**src/hdl/tlnt_ram.sv**
```systemverilog
// ----------------------------------------------------------------------------
// tlnt_ram
// Generic single-write, single-read RAM with a registered read port.
// ----------------------------------------------------------------------------
module tlnt_ram #(
    parameter int WIDTH = 64,
    parameter int DEPTH = 16,
    localparam int AW   = (DEPTH > 1) ? $clog2(DEPTH) : 1
) (
    input  logic             i_clk,
    input  logic             i_we,
    input  logic [AW-1:0]    i_waddr,
    input  logic [WIDTH-1:0] i_wdata,
    input  logic [AW-1:0]    i_raddr,
    output logic [WIDTH-1:0] o_rdata
);

    logic [WIDTH-1:0] r_mem [DEPTH];
    logic [WIDTH-1:0] r_rdata;

    // write port
    always_ff @(posedge i_clk) begin
        if (i_we) begin
            r_mem[i_waddr] <= i_wdata;
        end
    end

    // registered read port
    always_ff @(posedge i_clk) begin
        r_rdata <= r_mem[i_raddr];
    end

    assign o_rdata = r_rdata;

endmodule

```
**config.mk**
```make
export PLATFORM = sky130hd
export DESIGN_NAME = tlnt_ram
export DESIGN_NICKNAME = d
export VERILOG_FILES = /design/src/hdl/tlnt_ram.sv
export SDC_FILE = /design/constraint.sdc
export NUM_CORES = 1
export LEC_CHECK = 0
export BUFFER_PORTS_ARGS = -buffer_cell sky130_fd_sc_hd__buf_2
export CORE_MARGIN = 1.5
export CORE_UTILIZATION = 50
export DETAILED_ROUTE_END_ITERATION = 10
export PLACE_DENSITY = 0.73
export SYNTH_ARGS = -nofsm -noshare
export SYNTH_HDL_FRONTEND = slang
export SYNTH_SLANG_ARGS = --single-unit
```
**constraint.sdc**
```tcl
create_clock -name i_clk -period 12.24 [get_ports i_clk]
set_clock_uncertainty 0.1 [all_clocks]
set_input_delay 0.612 -clock i_clk [delete_from_list [all_inputs] [get_ports i_clk]]
set_output_delay 0.612 -clock i_clk [all_outputs]
set_load 0.02 [all_outputs]
```
==> results of run 1 <==
cell usage in the layout, fill, tap and decap left out:
| cell type | n |
|---|---|
| clkinv_8 | 1 |
| nand2_1 | 65 |
| clkbuf_16 | 108 |
| or3b_2 | 1 |
| nand3_1 | 1 |
| clkbuf_1 | 21 |
| nor2b_4 | 2 |
| bufinv_16 | 11 |
| dfxtp_1 | 64 |
| buf_2 | 135 |
| buf_8 | 2 |
| inv_6 | 3 |
| a22oi_1 | 128 |
| nand2b_1 | 2 |
| clkinvlp_4 | 2 |
| clkbuf_8 | 7 |
| buf_4 | 35 |
| nand3b_1 | 2 |
| edfxtp_1 | 1024 |
| nor3_2 | 4 |
| and2_4 | 1 |
| clkinv_2 | 22 |
| clkinv_4 | 3 |
| nor2_4 | 13 |
| clkinv_1 | 20 |
| mux4_2 | 256 |
area by class of cell:
class	instances	share of cell area (%)
Sequential cell	1088	71.2
Multi-Input combinational cell	475	16.1
Clock buffer	136	6.39
Tap cell	1040	2.89
Timing Repair Buffer	172	2.15
Clock inverter	62	1.33
through the flow:
| stage | cell area [um^2] | power, mW | worst slack [ps] |
|---|---|---|---|
| 4_1_cts | 45000 | 7.85 | 8380 |
| 3_5_place_dp | 41500 | 4.65 | 7720 |
| 3_3_place_gp | 41500 | 4.64 | 7870 |
| 5_1_grt | 45000 | 8.02 | 8150 |
| 6_report | 45000 | 7.79 | 8590 |
| 2_1_floorplan | 39600 | 4.50 | 6100 |
cells by family (layout without fill, tap and decap cells):
| kind of cell | Yosys count | in the layout |
|---|---|---|
| flops | 1088 | 1088 |
| mux | 256 | 256 |
| compound gates | 128 | 128 |
| simple gates | 91 | 91 |
| buf+inv | 84 | 370 |
worst max path at each step:
stage	start	to	slack (ps)	cells past startpoint
after floorplan	i_waddr[2]	r_mem[0][0]	6100	2
after global placement	i_raddr[0]	o_rdata[39]	7870	6
after detailed placement	i_raddr[0]	o_rdata[44]	7720	6
after CTS	i_raddr[0]	o_rdata[44]	8380	6
after global routing	i_raddr[0]	o_rdata[44]	8150	6
final	i_raddr[1]	o_rdata[44]	8590	6
metal layers:
| metal | routed length [um] | vias up | global-route usage, % |
|---|---|---|---|
| li1 | - | 7447 | - |
| met1 | 34200 | 9652 | 29.8 |
| met2 | 43000 | 813 | 35.0 |
| met3 | 6710 | 135 | 4.09 |
| met4 | 1860 | 16 | 6.45 |
| met5 | 113 | - | 0 |
state kept, by name, indices dropped and copies added (netlist names):
register  flops
o_rdata      64
r_mem      1024
power breakdown:
group / internal, mW / total [mW] / switching [mW] / leakage (nW)
logic: 0.143 / 0.374 / 0.231 / 2.95
clock network: 1.89 / 3.22 / 1.33 / 1.71
registers: 4.17 / 4.20 / 0.0306 / 9.79
==> impl_metrics.json, run 1 <==
{
  "cts_max_level": 3,
  "post-route-period-util_pct": 29.8,
  "synth_top_area_share_pct": 77.7,
  "multi_input_area_mm2": 0.00723,
  "synth-compound-area-share_pct": 2.43,
  "dieArea_mm2": 0.0809,
  "p_per_area_mw_per_mm2": 173,
  "async_flop_share_pct": 0,
  "setup_viol": 0,
  "synth_fa_ha_area_share_pct": 0,
  "synth.yosys.warnings": 0,
  "hold_start": "i_wdata[58]",
  "status": "completed",
  "synthTopCellsByCount": "edfxtp_1, mux4_2, a22oi_1",
  "layout-drive-gt1-share_pct": 31.4,
  "yosysMostFrequentCell": "edfxtp_1",
  "critPathTopFamily": "buffers and inverters",
  "syn_area_per_cell_um2": 24.0,
  "grt_first_pass_wirelength_mm": 126,
  "max_stage_delay_ps": 920,
  "timing.final.crit_period_ps": 3650,
  "cp.arrival_ps": 4080,
  "holdCritPathClass": "input pin to register",
  "ys_seq_area_share_pct": 80.9,
  "cts_tree": "built",
  "dr.pass1.iters": 6,
  "port_buffers": 137,
  "start_kind": "input pin",
  "endpoint_kind": "register",
  "synth_area_leader_cell": "edfxtp_1",
  "hpwl_mm": 41.2,
  "antenna_found_initial": 13,
  "grtUsageTotal_pct": 21.5,
  "cts_resized": 0,
  "syn-cell-area_mm2": 0.0396,
  "reg2reg_depth": 3,
  "drc": 0,
  "crit_chain": "buf_8, buf_4, buf_4, mux4_2, a22oi_1, nand2_1",
  "vias": 18100,
  "synthCells": 1647,
  "fill_cells": 5472,
  "instances_no_fill": 2973,
  "holdPathStages": 1,
  "synth_xor_area_share_pct": 0,
  "cts_hold_buf": 0,
  "finish.net_count": 1916,
  "drtIter0Drc": 2233,
  "cts_made_buffers": 105,
  "synth_top_family_by_area": "multiplexers",
  "synth_flop_cell": "edfxtp_1",
  "max_freq_mhz": 274,
  "hold_viol_final": 0,
  "ant_nets": 0,
  "clkSlewWorstSetupHoldPaths_ps": 70,
  "final_util_pct": 57.8,
  "ff_latch_area_mm2": 0.0320,
  "start_util_pct": 50.8,
  "required_ps": 12660,
  "holdWs_ps": 231,
  "insertedDiodeCount": 0,
  "critical_path_class": "input pin to register",
  "ys_top_cells_by_area": "edfxtp_1, mux4_2, dfxtp_1, a22oi_1, nand2_1",
  "setup_tns_ps": 0,
  "reg2reg_from": "r_mem[11][44]",
  "synthToLayoutAreaGrowth_pct": 13.7,
  "io_pins": 138,
  "grt_pass1_vias": 19100,
  "clk_latency_ps": 660,
  "critPathBufInv": 3,
  "grt_setup_unrepaired": "false",
  "synthMuxAreaShare_pct": 14.6,
  "p_leak_nw": 14.5,
  "die_w_um": 284,
  "overflow": 0,
  "rows": 102,
  "wl_per_cell_um": 28.9,
  "worst_pin_slew_ps": 1090,
  "crit_fanout": 122,
  "viasPerCell": 6.08,
  "ys_types": 18,
  "core-area_mm2": 0.0778,
  "wirelength_mm": 85.9,
  "clk_path_buf_depth": 3,
  "crit_top_cell": "buf_4",
  "routabilityCongestion": 0.716,
  "max-cap-violations": 0,
  "holdPathEnd": "r_mem[9][58]",
  "syn_nets": 1721,
  "clkSinkCount": 1088,
  "r2r_slack_ps": 10780,
  "dpl.cell_count": 2775,
  "die_h_um": 284,
  "r2r-end": "o_rdata[44]",
  "cp_slowest_cell": "buf_4",
  "slew_headroom_pct": 27.4,
  "post_cts_buffers": 0,
  "ys_seq_elements": 1088,
  "cts_root_buf": "clkbuf_16",
  "synth-edff-count": 1024,
  "synth-simple-area-share_pct": 0.942,
  "grt_start_max_net_pins": 123,
  "drv_slew": 0,
  "ir_drop_mv": 0.0979
}
Note: power is estimated with default switching activity, not from simulation.
==> inputs of run 2 (changes only) <==
==> constraint.sdc (replaced) <==
create_clock -name i_clk -period 3.82 [get_ports i_clk]
set_clock_uncertainty 0.1 [all_clocks]
set_input_delay 0.191 -clock i_clk [delete_from_list [all_inputs] [get_ports i_clk]]
set_output_delay 0.191 -clock i_clk [all_outputs]
set_load 0.02 [all_outputs]
==> impl_metrics.json, run 2 (synthesized netlist as in run 1, its figures left out) <==
{
  "status": "completed",
  "layout_commonest_cell": "edfxtp_1",
  "clkSlewWorstSetupHoldPaths_ps": 60,
  "cts_made_buffers": 102,
  "cellInternalPower_mw": 19.8,
  "holdWs_ps": 57.3,
  "cts_max_level": 3,
  "largest_reg_flops": 1024,
  "critPathBufInv": 2,
  "finish.net_count": 1990,
  "max-cap-violations": 0,
  "regMostFlops": "r_mem",
  "crit_fanout": 48,
  "required_ps": 4250,
  "io_pins": 138,
  "seqPwrFrac_pct": 53.7,
  "grt_start_max_net_pins": 72,
  "grt_setup_unrepaired": "false",
  "timing.final.crit_period_ps": 1740,
  "ant_nets": 0,
  "cp.arrival_ps": 2170,
  "critical_path_class": "input pin to register",
  "max_freq_mhz": 574,
  "drc": 0,
  "p_sw_share_pct": 20.9,
  "layout-drive-gt1-share_pct": 31.2,
  "ir_drop_mv": 0.401,
  "vias": 18400,
  "grtUsageTotal_pct": 21.5,
  "slew_headroom_pct": 31.0,
  "instances_no_fill": 3043,
  "hpwl_mm": 43.3,
  "wl_per_cell_um": 28.3,
  "die_w_um": 284,
  "antenna_found_initial": 10,
  "core-area_mm2": 0.0778,
  "worst_pin_slew_ps": 1040,
  "grt_pass1_vias": 19400,
  "endpoint_kind": "register",
  "cp_slowest_cell": "mux4_2",
  "switching_power_mw": 5.24,
  "port_buffers": 137,
  "viasPerCell": 6.06,
  "wirelength_mm": 86.1,
  "critPathTopFamily": "buffers and inverters",
  "p_leak_nw": 14.9,
  "clk_latency_ps": 670,
  "hold_viol_final": 0,
  "crit_chain": "buf_8, buf_4, mux4_2, a22oi_1, nand2_1",
  "clkSinkCount": 1088,
  "synthToLayoutAreaGrowth_pct": 16.3,
  "cts_tree": "built",
  "p_per_area_mw_per_mm2": 544,
  "routabilityCongestion": 0.726,
  "holdCritPathClass": "input pin to register",
  "pwr-share-clk_pct": 41.1,
  "drv_slew": 0,
  "post_cts_buffers": 0,
  "rows": 102,
  "dieArea_mm2": 0.0809,
  "start_util_pct": 50.8,
  "dpl.cell_count": 2788,
  "grt_first_pass_wirelength_mm": 127,
  "layout_common_cells": "edfxtp_1, mux4_2, buf_2, a22oi_1, clkbuf_16",
  "combinationalPowerShare_pct": 5.2,
  "cts_root_buf": "clkbuf_16",
  "start_kind": "input pin",
  "clk_path_buf_depth": 3,
  "post-route-period-util_pct": 45.6,
  "drtIter0Drc": 2260,
  "die_h_um": 284,
  "fill_cells": 5340,
  "overflow": 0,
  "max_stage_delay_ps": 560,
  "dr.pass1.iters": 5,
  "setup_viol": 0
}
## run 2: cell types whose count changed in the layout (fill, tap and decap cells not counted), moves of 2 or more
cell,change
dlygate4sd3_1,+64
buf_12,+21
clkinv_1,-12
clkbuf_8,+9
buf_4,-8
clkbuf_16,-6
nor3_2,-4
nor3_4,+4
clkinv_16,+2
clkinvlp_4,+2
inv_16,+2
inv_6,-2
## run 2: final cells by class
type                            instances  area, um^2  area share [%]
Clock buffer                          138        2850            6.19
Antenna cell                            1        2.50         0.00544
Multi-Input combinational cell        475        7260            15.8
Timing Repair Buffer                  249        1970            4.28
Clock inverter                         52         624            1.36
Tap cell                             1040        1300            2.83
Sequential cell                      1088       32000            69.6
## run 2: path summary, 6_finish.rpt
path / from / end / slack [ps] / cells past startpoint
worst max-delay path: i_raddr[0] / o_rdata[9] / 2080 / 5
worst min register to register: r_mem[12][52] / o_rdata[52] / 560 / 3
worst max register to register: r_mem[3][51] / o_rdata[51] / 2210 / 3
worst min-delay path: i_raddr[1] / o_rdata[5] / 60 / 4
## run 2: routing by layer
layer | routed length, um | global-route usage, % | part of all wire [%]
met5 | 96 | 0 | 0.11
met3 | 7850 | 4.59 | 9.1
met1 | 34200 | 30.4 | 40
met4 | 1600 | 5.57 | 1.9
met2 | 42300 | 34.4 | 49
## run 2: power by group through the flow
stage	registers (mW)	clock network, mW	logic (mW)
detailed placement	13.7	0	1.25
floorplan	13.8	0	0.636
global placement	13.7	0	1.22
finish	13.4	10.3	1.30
CTS	13.5	10.4	1.32
global route	13.5	10.9	1.39
## run 2: worst reg2reg max path: cells and delay by family, from the launching register on
family / cells / cell delay (ps)
and+or+nand+nor: 1 / 120
DFF: 1 / 380
muxes: 1 / 490
AOI/OAI and AO/OA: 1 / 390
## run 2: timing repair
item | CTS | global route
hold buffers | 64 | 0
hold endpoints to repair | 1024 | 0
gates resized for setup | 0 | 0
## run 2: metrics by stage
stage	power [mW]	worst slack, ps	instance area (um^2)	utilization (%)	TNS [ps]
after floorplan	14.4	-165	39600	-	-31730
after global placement	14.9	1380	41900	53.8	0
after detailed placement	15.0	1370	41900	53.8	0
after CTS	25.2	2060	46000	59.1	0
after global routing	25.8	1940	46000	59.1	0
final	25.1	2080	46000	59.1	0
